<file path="src/sv/ppghr_pkg.sv">
// shared constants and types for the pulse peak heart rate block
package ppghr_pkg;

  // field widths
  localparam int SAMPLE_BITS  = 18;
  localparam int COUNT_BITS   = 32;
  localparam int THRESH_BITS  = 18;
  localparam int SRATE_BITS   = 10;
  localparam int BPM_BITS     = 7;
  localparam int CFG_IDX_BITS = 2;
  localparam int CFG_DAT_BITS = 18;

  // serial scan length covers both the sample and the counter words
  localparam int SCAN_LEN = (SAMPLE_BITS > COUNT_BITS) ? SAMPLE_BITS : COUNT_BITS;
  localparam int SCAN_W   = $clog2(SCAN_LEN);

  // rate numerator 60 * sample_rate_hz fits in this many bits
  localparam int NUM_BITS = SRATE_BITS + 6;
  localparam int QUO_BITS = NUM_BITS;

  localparam logic [BPM_BITS-1:0] BPM_MAX = {BPM_BITS{1'b1}};

  // reset values of the registers
  localparam logic [THRESH_BITS-1:0] THRESH_RESET = THRESH_BITS'(50000);
  localparam logic [SRATE_BITS-1:0]  SRATE_RESET  = SRATE_BITS'(100);

  // configuration register indexes
  localparam logic [CFG_IDX_BITS-1:0] CFG_THRESHOLD   = 2'd0;
  localparam logic [CFG_IDX_BITS-1:0] CFG_SAMPLE_RATE = 2'd1;

  // divider request and answer
  typedef struct packed {
    logic                  start;
    logic [NUM_BITS-1:0]   num;
    logic [COUNT_BITS-1:0] den;
  } ppghr_div_ctrl_t;

  typedef struct packed {
    logic                done;
    logic [QUO_BITS-1:0] quot;
  } ppghr_div_status_t;

endpackage

</file>
<file path="src/sv/pulse_peak_heart_rate_top.sv">
// pulse peak detector with heart rate estimate, bit-serial datapath
//
//  channel  signals                                   direction
//  -------  ----------------------------------------  ---------
//  in       in_valid_i, in_stall_o, ir_sample_i       sink
//  out      out_valid_o, out_stall_i, beats_per_minute_o, peak_accepted_o  source
//  cfg      cfg_valid_i, cfg_ready_o, cfg_index_i, cfg_data_i  sink
//
// each sample passes through the scan, decide and done states, the LSB-first scan
// of the 32-bit counter setting the scan length; an accepted peak adds the divide
// state for the one-bit-per-cycle divider.
// reset clears the state, counters and flags and loads the register defaults.
// the next sample is taken while a finished result waits on a stalled output;
// a result that finds the output register still full waits in the last state.
module pulse_peak_heart_rate_top import ppghr_pkg::*; (
  input  logic                    clk_i,
  input  logic                    rst_ni,
  input  logic                    in_valid_i,
  output logic                    in_stall_o,
  input  logic [SAMPLE_BITS-1:0]  ir_sample_i,
  output logic                    out_valid_o,
  input  logic                    out_stall_i,
  output logic [BPM_BITS-1:0]     beats_per_minute_o,
  output logic                    peak_accepted_o,
  input  logic                    cfg_valid_i,
  output logic                    cfg_ready_o,
  input  logic [CFG_IDX_BITS-1:0] cfg_index_i,
  input  logic [CFG_DAT_BITS-1:0] cfg_data_i
);

  typedef enum logic [4:0] {
    ST_IDLE   = 5'b00001,
    ST_SCAN   = 5'b00010,
    ST_DECIDE = 5'b00100,
    ST_DIV    = 5'b01000,
    ST_DONE   = 5'b10000
  } state_e;

  state_e state_q, state_d;

  logic [THRESH_BITS-1:0] thr_cfg_q;
  logic [SRATE_BITS-1:0]  srate_cfg_q;

  logic [SAMPLE_BITS-1:0] cur_q, prev_q, thr_sr_q;
  logic [COUNT_BITS-1:0]  cnt_q, lp_q, per_q;
  logic [SRATE_BITS-1:0]  half_sr_q;
  logic [SCAN_W-1:0]      bit_q;
  logic                   carry_q, borrow_q;
  logic                   above_q, incr_q, pgt_q;
  logic                   rising_q, acc_q;
  logic [BPM_BITS-1:0]    rate_q;

  logic                   out_valid_q, peak_q;
  logic [BPM_BITS-1:0]    bpm_q;

  logic                   in_acc, out_free;
  logic                   smp_en, cnt_en, scan_last;
  logic                   cnt_bit, per_bit, borrow_d;
  logic                   take_peak;
  logic [NUM_BITS-1:0]    numer;
  logic [BPM_BITS-1:0]    rate_sat;

  ppghr_div_ctrl_t   div_ctrl;
  ppghr_div_status_t div_st;

  assign in_acc      = in_valid_i && !in_stall_o;
  assign in_stall_o  = (state_q != ST_IDLE);
  assign cfg_ready_o = 1'b1;
  assign out_free    = !out_valid_q || !out_stall_i;

  // configuration registers
  always_ff @(posedge clk_i or negedge rst_ni) begin
    if (!rst_ni) begin
      thr_cfg_q   <= THRESH_RESET;
      srate_cfg_q <= SRATE_RESET;
    end else if (cfg_valid_i && cfg_ready_o) begin
      unique case (cfg_index_i)
        CFG_THRESHOLD:   thr_cfg_q   <= cfg_data_i[THRESH_BITS-1:0];
        CFG_SAMPLE_RATE: srate_cfg_q <= cfg_data_i[SRATE_BITS-1:0];
        default: ;
      endcase
    end
  end

  // which words still have bits left at this scan position
  always_comb begin
    smp_en    = ({1'b0, bit_q} < (SCAN_W + 1)'(SAMPLE_BITS));
    cnt_en    = ({1'b0, bit_q} < (SCAN_W + 1)'(COUNT_BITS));
    scan_last = (bit_q == SCAN_W'(SCAN_LEN - 1));
  end

  // serial increment of the counter and subtraction of the last peak count
  always_comb begin
    cnt_bit  = cnt_q[0] ^ carry_q;
    per_bit  = cnt_bit ^ lp_q[0] ^ borrow_q;
    borrow_d = (!cnt_bit && lp_q[0]) || (!(cnt_bit ^ lp_q[0]) && borrow_q);
  end

  // peak decision after the scan
  assign take_peak = above_q && !incr_q && rising_q && pgt_q;

  // 60 * rate as a shift and subtract
  assign numer = (NUM_BITS'(srate_cfg_q) << 6) - (NUM_BITS'(srate_cfg_q) << 2);

  // quotient clipped to the output range
  assign rate_sat = (div_st.quot > QUO_BITS'(BPM_MAX)) ? BPM_MAX
                                                       : div_st.quot[BPM_BITS-1:0];

  always_comb begin
    div_ctrl.start = (state_q == ST_DECIDE) && take_peak;
    div_ctrl.num   = numer;
    div_ctrl.den   = per_q;
  end

  ppghr_serial_div u_div (
    .clk_i    (clk_i),
    .rst_ni   (rst_ni),
    .ctrl_i   (div_ctrl),
    .status_o (div_st)
  );

  // state sequence
  always_comb begin
    state_d = state_q;
    unique case (state_q)
      ST_IDLE:   if (in_acc) state_d = ST_SCAN;
      ST_SCAN:   if (scan_last) state_d = ST_DECIDE;
      ST_DECIDE: state_d = take_peak ? ST_DIV : ST_DONE;
      ST_DIV:    if (div_st.done) state_d = ST_DONE;
      ST_DONE:   if (out_free) state_d = ST_IDLE;
      default:   state_d = ST_IDLE;
    endcase
  end

  always_ff @(posedge clk_i or negedge rst_ni) begin
    if (!rst_ni) begin
      state_q <= ST_IDLE;
    end else begin
      state_q <= state_d;
    end
  end

  // scan shift registers for the sample side
  always_ff @(posedge clk_i) begin
    if (in_acc) begin
      cur_q    <= ir_sample_i;
      thr_sr_q <= SAMPLE_BITS'(thr_cfg_q);
    end else if ((state_q == ST_SCAN) && smp_en) begin
      cur_q    <= {1'b0, cur_q[SAMPLE_BITS-1:1]};
      thr_sr_q <= {1'b0, thr_sr_q[SAMPLE_BITS-1:1]};
    end
  end

  // period word and spacing limit
  always_ff @(posedge clk_i) begin
    if (in_acc) begin
      half_sr_q <= {1'b0, srate_cfg_q[SRATE_BITS-1:1]};
    end else if ((state_q == ST_SCAN) && cnt_en) begin
      half_sr_q <= {1'b0, half_sr_q[SRATE_BITS-1:1]};
      per_q     <= {per_bit, per_q[COUNT_BITS-1:1]};
    end
  end

  // block state, bit position and serial compare flags
  always_ff @(posedge clk_i or negedge rst_ni) begin
    if (!rst_ni) begin
      prev_q   <= '0;
      cnt_q    <= '0;
      lp_q     <= '0;
      rising_q <= 1'b0;
      rate_q   <= '0;
      bit_q    <= '0;
      carry_q  <= 1'b0;
      borrow_q <= 1'b0;
      above_q  <= 1'b0;
      incr_q   <= 1'b0;
      pgt_q    <= 1'b0;
      acc_q    <= 1'b0;
    end else begin
      unique case (state_q)
        ST_IDLE: begin
          if (in_acc) begin
            bit_q    <= '0;
            carry_q  <= 1'b1;
            borrow_q <= 1'b0;
            above_q  <= 1'b0;
            incr_q   <= 1'b0;
            pgt_q    <= 1'b0;
          end
        end
        ST_SCAN: begin
          bit_q <= scan_last ? '0 : bit_q + SCAN_W'(1);
          if (smp_en) begin
            above_q <= (cur_q[0] && !thr_sr_q[0]) || (!(cur_q[0] ^ thr_sr_q[0]) && above_q);
            incr_q  <= (cur_q[0] && !prev_q[0]) || (!(cur_q[0] ^ prev_q[0]) && incr_q);
            prev_q  <= {cur_q[0], prev_q[SAMPLE_BITS-1:1]};
          end
          if (cnt_en) begin
            cnt_q    <= {cnt_bit, cnt_q[COUNT_BITS-1:1]};
            lp_q     <= {lp_q[0], lp_q[COUNT_BITS-1:1]};
            carry_q  <= cnt_q[0] && carry_q;
            borrow_q <= borrow_d;
            pgt_q    <= (per_bit && !half_sr_q[0]) || (!(per_bit ^ half_sr_q[0]) && pgt_q);
          end
        end
        ST_DECIDE: begin
          acc_q <= take_peak;
          if (above_q) begin
            if (incr_q) begin
              rising_q <= 1'b1;
            end else if (rising_q) begin
              rising_q <= 1'b0;
              if (pgt_q) begin
                lp_q <= cnt_q;
              end
            end
          end
        end
        ST_DIV: begin
          if (div_st.done) begin
            rate_q <= rate_sat;
          end
        end
        ST_DONE: ;
        default: ;
      endcase
    end
  end

  // output register
  always_ff @(posedge clk_i or negedge rst_ni) begin
    if (!rst_ni) begin
      out_valid_q <= 1'b0;
    end else if ((state_q == ST_DONE) && out_free) begin
      out_valid_q <= 1'b1;
    end else if (!out_stall_i) begin
      out_valid_q <= 1'b0;
    end
  end

  always_ff @(posedge clk_i) begin
    if ((state_q == ST_DONE) && out_free) begin
      bpm_q  <= rate_q;
      peak_q <= acc_q;
    end
  end

  assign out_valid_o        = out_valid_q;
  assign beats_per_minute_o = bpm_q;
  assign peak_accepted_o    = peak_q;

  // checks
  a_div_only_in_div: assert property (@(posedge clk_i) disable iff (!rst_ni)
    div_st.done |-> (state_q == ST_DIV))
    else $error("divider finished outside the divide state");

  a_accept_starts_scan: assert property (@(posedge clk_i) disable iff (!rst_ni)
    in_acc |=> (state_q == ST_SCAN) && (bit_q == '0))
    else $error("accepted sample did not start the scan");

  a_decide_bit_reset: assert property (@(posedge clk_i) disable iff (!rst_ni)
    (state_q == ST_DECIDE) |-> (bit_q == '0))
    else $error("scan position not cleared at decision");

  a_peak_updates_rate: assert property (@(posedge clk_i) disable iff (!rst_ni)
    ((state_q == ST_DONE) && out_free && acc_q) |=> (beats_per_minute_o == rate_q))
    else $error("accepted peak reported without the new rate");

endmodule

</file>
<file path="src/sv/ppghr_serial_div.sv">
// restoring divider, one quotient bit per cycle
module ppghr_serial_div import ppghr_pkg::*; (
  input  logic              clk_i,
  input  logic              rst_ni,
  input  ppghr_div_ctrl_t   ctrl_i,
  output ppghr_div_status_t status_o
);

  localparam int CNT_W = $clog2(NUM_BITS + 1);
  localparam int CMP_W = ((COUNT_BITS > NUM_BITS) ? COUNT_BITS : NUM_BITS) + 1;

  logic [NUM_BITS-1:0]   num_q;
  logic [NUM_BITS-1:0]   rem_q, rem_d;
  logic [QUO_BITS-1:0]   quo_q;
  logic [COUNT_BITS-1:0] den_q;
  logic [CNT_W-1:0]      cnt_q;
  logic                  done_q;
  logic [NUM_BITS:0]     rem_shift;
  logic [CMP_W-1:0]      rem_ext, den_ext, diff;
  logic                  qbit;

  // trial subtraction of the divisor from the shifted partial remainder
  always_comb begin
    rem_shift = {rem_q, num_q[NUM_BITS-1]};
    rem_ext   = CMP_W'(rem_shift);
    den_ext   = CMP_W'(den_q);
    diff      = rem_ext - den_ext;
    qbit      = (rem_ext >= den_ext);
    rem_d     = qbit ? diff[NUM_BITS-1:0] : rem_shift[NUM_BITS-1:0];
  end

  // payload shift registers
  always_ff @(posedge clk_i) begin
    if (ctrl_i.start) begin
      num_q <= ctrl_i.num;
      den_q <= ctrl_i.den;
      rem_q <= '0;
      quo_q <= '0;
    end else if (cnt_q != '0) begin
      num_q <= {num_q[NUM_BITS-2:0], 1'b0};
      rem_q <= rem_d;
      quo_q <= {quo_q[QUO_BITS-2:0], qbit};
    end
  end

  // iteration count and completion pulse
  always_ff @(posedge clk_i or negedge rst_ni) begin
    if (!rst_ni) begin
      cnt_q  <= '0;
      done_q <= 1'b0;
    end else if (ctrl_i.start) begin
      cnt_q  <= CNT_W'(NUM_BITS);
      done_q <= 1'b0;
    end else if (cnt_q != '0) begin
      cnt_q  <= cnt_q - CNT_W'(1);
      done_q <= (cnt_q == CNT_W'(1));
    end else begin
      done_q <= 1'b0;
    end
  end

  assign status_o.done = done_q;
  assign status_o.quot = quo_q;

endmodule
</file>
<file path="config.mk">
export PLATFORM = sky130hd
export DESIGN_NAME = pulse_peak_heart_rate_top
export DESIGN_NICKNAME = d
export VERILOG_FILES = /design/src/sv/ppghr_pkg.sv /design/src/sv/pulse_peak_heart_rate_top.sv /design/src/sv/ppghr_serial_div.sv
export SDC_FILE = /design/constraint.sdc
export NUM_CORES = 1
export LEC_CHECK = 0
export BUFFER_PORTS_ARGS = -buffer_cell sky130_fd_sc_hd__buf_2
export CORE_MARGIN = 3
export CORE_UTILIZATION = 35
export CTS_BUF_LIST = sky130_fd_sc_hd__clkbuf_8
export DETAILED_ROUTE_END_ITERATION = 6
export GPL_TIMING_DRIVEN = 1
export SYNTH_ARGS = -nofsm -noshare
export SYNTH_HDL_FRONTEND = slang
export SYNTH_SLANG_ARGS = --single-unit
</file>
<file path="constraint.sdc">
create_clock -name clk_i -period 5.7 [get_ports clk_i]
set_input_delay 1.14 -clock clk_i [delete_from_list [all_inputs] [get_ports clk_i]]
set_output_delay 1.14 -clock clk_i [all_outputs]
set_load 0.01 [all_outputs]
</file>
* Yosys cells after proc, flatten, opt, wreduce, memory -nomap -nowiden
Index checks and enable logic that the tools add are counted.
** Word-level totals
- Register bits after elaboration :: 306
- Latch bits :: 0
- Memory bits (writable) :: 0
- ROM bits :: 0
- Input port bits :: 43
- Output and inout bits :: 11
- Logic and storage cells :: 151
- Memories kept :: 0
** Operators by class
- Add/sub/neg operators :: 4
- Multiply operators :: 0
- Divide/modulo/power cells :: 0
- Order comparisons :: 3
- Eq/ne operators :: 19
- Shifts and indexed selects :: 0
- Multiplexer cells :: 40
- Bitwise logic cells :: 7
- Reduce and logical (&&, ||, !) cells :: 50
** Operator list (number)
- 2-to-1 mux 32 bit :: 4
- 2-to-1 mux 18 bit :: 4
- case mux 32 bit (2 select lines) :: 1
- 2-to-1 mux 16 bit :: 3
- 2-to-1 mux 5 bit :: 9
- greater-or-equal comparator 17 x 32 -> 1 bit :: 1
- case mux 5 bit (5 select lines) :: 1
- 2-to-1 mux 9 bit :: 2
- > comparator 16 x 7 -> 1 bit (second input constant) :: 1
- logical AND 1 bit :: 16
- inequality test 2 bit (second input constant) :: 8
- subtractor 16 x 12 -> 16 bit :: 1
- subtractor 16 bit :: 1
- AND reduction 2 bit :: 7
- logical NOT 1 bit :: 12
- == test 5 x 1 -> 1 bit (second input constant) :: 2
- == test 5 bit (second input constant) :: 2
- case mux 1 bit (2 select lines) :: 5
- case mux 5 bit (2 select lines) :: 1
- nonzero test 2 bit :: 5
- 2-to-1 mux 1 bit :: 9
- 2-to-1 mux 7 bit :: 1
- XOR 1 bit :: 6
- adder 5 x 1 -> 5 bit (second input constant) :: 1
- other kinds (15) :: 20

* Longest topological paths before layout
- Depth in word-level cells :: 8
- Mapped depth :: 12
- Depth with buffers taken out :: 10

* By module
Synthesis repeated with hierarchy kept, for this count alone.
** Unflattened totals
- Cell total of the unflattened synthesis :: 1084
- Area, all modules :: 13636.8 um2
** Modules (own cells, without submodules)
- pulse_peak_heart_rate_top :: instances 1, cells an instance 693, area an instance 9425.3 um2, seq. area each 5943.2 um2
- ppghr_serial_div :: instances 1, cells an instance 391, area an instance 4211.5 um2, seq. area each 2232.1 um2

* Worst setup path after synthesis
No wires, ideal clock.
- Kind :: input to register
- From :: input in_valid_i
- To :: register cur_q[0] (enable)
- Library setup time :: 0.505 ns
- Data arrival time :: 2.258 ns
- Required time :: 5.195 ns
- Setup slack :: 2.937 ns
- Stages :: 3
- Path buffers :: 1
- Cells stage by stage :: nand2_1 > clkbuf_1 > nand2_1
** On the way
- Word-level cells in the longest chain between the ends :: 2
** Ends and longest elaborated chain
- start, declared :: RTL line pulse_peak_heart_rate_top.sv:18 : input logic in_valid_i,
- logical AND 1 bit :: RTL line pulse_peak_heart_rate_top.sv:66 : assign in_acc = in_valid_i && !in_stall_o;
- nonzero test 2 bit (no line)
- end signal, assigned :: RTL line pulse_peak_heart_rate_top.sv:146 : cur_q <= ir_sample_i;
- end signal, assigned :: RTL line pulse_peak_heart_rate_top.sv:149 : cur_q <= {1'b0, cur_q[SAMPLE_BITS-1:1]};
- end, declared :: RTL line pulse_peak_heart_rate_top.sv:44 : logic [SAMPLE_BITS-1:0] cur_q, prev_q, thr_sr_q;
No other way between the ends.
A chain may end at the register's enable or synchronous reset.

* Final worst setup path
- From :: register state_q[3]
- To :: register cur_q[4] (enable)
** On the way
- Word-level cells in the longest chain between the ends :: 4
- Elaborated cells on any way between the ends :: 6
- Classes of those cells :: eq/ne (2); reduce/logical (4)
** Ends and longest elaborated chain
- start, declared :: RTL line pulse_peak_heart_rate_top.sv:39 : state_e state_q, state_d;
- start signal, assigned :: RTL line pulse_peak_heart_rate_top.sv:139 : state_q <= state_d;
- inequality test 5 x 1 -> 1 bit :: RTL line pulse_peak_heart_rate_top.sv:67 : assign in_stall_o = (state_q != ST_IDLE);
- logical NOT 1 bit :: RTL line pulse_peak_heart_rate_top.sv:66
- logical AND 1 bit :: RTL line pulse_peak_heart_rate_top.sv:66
- nonzero test 2 bit (no line) (*)
Mark *: on every way between the ends. The rest lies on a longest branch, timed or not.

==> impl_metrics.yaml <==
setup_path:
  worstSetupPathType: "reg -> reg"
  ff2ff_path_depth: 7
  crit_arrival_ns: 3.54
  r2r-start: "state_q[3]"
  r2r_end: "cur_q[4]"
  r2r_slack_ns: 2.42
  worstPathMaxFanout: 42
  worstSetupStartpoint: "state_q[3]"
  critPathLaunchType: "flop"
  required_ns: 5.96
  cp-endpoint: "cur_q[4]"
  critPathCaptureType: "flop"
timing:
  finalCritPeriodShare: 0.575
  fin_ws_ns: 2.42
  fin_skew_ns: 0.0245
  setup_violations: 0
  timing.final.crit_period_ns: 3.28
  tightest_slew_ns: 1.13
  drv_slew: 0
  rsz0062_at_grt: "false"
  maxSlewHeadroom: 0.246
  hold_slack_ns: 0.433
  clock.fmax_mhz: 305
  final.setup.tns_ns: 0
  report.final.hold_viol_count: 0
global_route:
  overflow: 0
  grtUsageTotal: 0.121
  met1_usage: 0.169
  busiest_layer: "met2"
  grt_pass1_wl_microns: 40000
  grt_max_degree: 102
  antenna_found_initial: 0
  use_met3: 0.0282
  grt_pass1_vias: 8146
  use_met2: 0.190
cells_and_area:
  fin_nets: 1281
  drive_gt1_frac: 0.169
  fillers: 3447
  final_area_sq_um: 14800
  area_growth_pct: 13.4
  n_antenna_cell: 0
route:
  via_per_inst: 4.80
  detail_route.first_pass.iterations: 4
  drt-initial-drc-count: 322
  vias: 8207
  drc: 0
  routedWlPerCell_microns: 13.8
  wl_microns: 23600
  detail-route-antenna-nets: 0
cts:
  cts_sinks: 304
  post-cts-setup-buffers: 0
  cts_root_buf: "clkbuf_8"
  clock_latency_ns: 0.58
  cts_hold_buf: 0
  path_clk_slew_ns: 0.07
  cts_tree: "yes"
  cts_resized: 0
  htree_num_levels: 2
  cts_buffers: 50
  cts_buffer_depth: 3
die:
  die_x_microns: 199
  die_area_sq_um: 39700
  die_h_microns: 199
  io_pins: 54
  initial_core_util: 0.356
  core_area_sq_um: 36700
  core.rowCount: 70
synth:
  avgSynthCellArea_sq_um: 11.5
  yosysTopAreaCell: "edfxtp_1"
  ys_async_sr_fraction: 0.464
  synthFlopType: "edfxtp_1"
  yosysMostFrequentCell: "nand2_1"
  syn_inst: 1136
  ys_seq_area_frac: 0.620
  syn_area_sq_um: 13100
  synth_top_area_share: 0.301
  yosysUniqueCellTypes: 70
  yosys_warnings: 0
  synth_edf_count: 131
  ys_ff_latch: 304
  synth_area_leaders: "edfxtp_1, dfrtp_1, nand2_1, dfxtp_1, mux2_2"
  netlist_top_cells_count: "nand2_1, dfrtp_1, edfxtp_1"
  synth_nets: 1214
flow_run:
  max-cap-violations: 0
power:
  cellLeakagePower_uw: 0.00641
  clock_power_share: 0.283
  swShare: 0.316
  power.density_cell_area_nw_per_um2: 463
  intPower_uw: 4700
  switching_power_uw: 2170
  vdd_ir_drop_max_mv: 0.289
  power_uw: 6870
  p_seq_frac: 0.467
  pwr-share-comb: 0.250
place:
  routabilityCongestion: 0.809
  dp_slack_ns: 2.41
  place_area_sq_um: 13800
  io_buffers: 52
  dp_hpwl_microns: 14700
worst_hold_path:
  holdPathStages: 0
  hold_path.class: "reg -> reg"
run_status:
  status: "finished, final reports clean"
[through the flow]
step / utilization / instances
after global placement: 0.376 / 1619
after CTS: 0.404 / 1711
after floorplan: - / 1136
after detailed placement: 0.376 / 1619
after global routing: 0.404 / 1711
final: 0.404 / 1711
[critical path, stage by stage (launching register included)]
cell and delay (ns):
dfrtp_1 0.43, nor3_1 0.27, nand3b_1 0.11, buf_4 0.28
inv_2 0.14, nand2_1 0.49, nand2_1 0.82, buf_4 0.39
[final cells by class]
cell class	count	area [sq um]	share of cell area
Sequential cell	304	8120	0.547
Multi-Input combinational cell	734	4550	0.307
Clock buffer	63	867	0.0585
Tap cell	468	586	0.0395
Timing Repair Buffer	63	349	0.0235
Inverter	50	188	0.0127
Clock inverter	29	176	0.0119
[power groups by stage]
stage	Sequential [uW]	Clock [uW]	Combinational, uW
6_report	3210	1940	1720
5_1_grt	3270	2120	1970
4_1_cts	3210	2010	1740
3_5_place_dp	3250	0	1730
3_3_place_gp	3240	0	1690
2_1_floorplan	3170	0	1370
[layer usage]
layer / up-vias / part of all wire
li1: 4099 / -
met1: 3954 / 0.49
met2: 125 / 0.45
met3: 29 / 0.043
met4: 0 / 0.016
met5: - / 0
[sequential cells by signal, indices dropped and copies added, names as in the netlist, 5 cells and up]
signal and flops:
lp_q 32, u_div.rem_q 16, thr_sr_q 18, prev_q 18
half_sr_q 9, cnt_q 32, beats_per_minute_o 7, per_q 32
thr_cfg_q 18, srate_cfg_q 10, rate_q 7, bit_q 5
cur_q 18, state_q 5, u_div.num_q 14, u_div.quo_q 16
u_div.den_q 32, u_div.cnt_q 5
[cells by family (layout without fill, tap and decap cells)]
| group | after synthesis | after routing | synth area share |
|---|---|---|---|
| AO/OA/AOI/OAI | 184 | 184 | 0.0896 |
| multiplexers | 93 | 93 | 0.0758 |
| AND/OR/NAND/NOR | 398 | 398 | 0.130 |
| flip-flops | 304 | 304 | 0.620 |
| other | 1 | 1 | 0.000287 |
| buffers and inverters | 98 | 205 | 0.0342 |
| adder cells (fa/ha/maj) | 35 | 35 | 0.0346 |
| XOR/XNOR | 23 | 23 | 0.0154 |
[worst min-delay path by stage]
stage / from / endpoint
after floorplan: per_q[0] / u_div.den_q[0]
after CTS: per_q[1] / u_div.den_q[1]
after detailed placement: per_q[23] / per_q[22]
after global placement: per_q[0] / u_div.den_q[0]
after global routing: per_q[23] / per_q[22]
final: per_q[1] / u_div.den_q[1]
[placed cells by master (no fill, tap or decap), types with 5 or more instances in the layout]
cell and instances:
nand2_1 305, dfrtp_1 131, edfxtp_1 131, o21ai_0 73
inv_1 70, clkbuf_8 63, buf_2 51, mux2_2 48
mux2i_1 45, ha_1 33, dfxtp_1 32, nor2_1 28
a21oi_1 27, a22o_1 20, xnor2_1 17, buf_4 11
nand3_1 10, dfstp_2 10, nor3_1 7, nand4_1 7
o21ai_1 7, o22a_1 7, xor2_1 6, nand3b_1 5
o221ai_1 5, o22ai_1 5
Note: power is estimated with default switching activity, not from simulation.
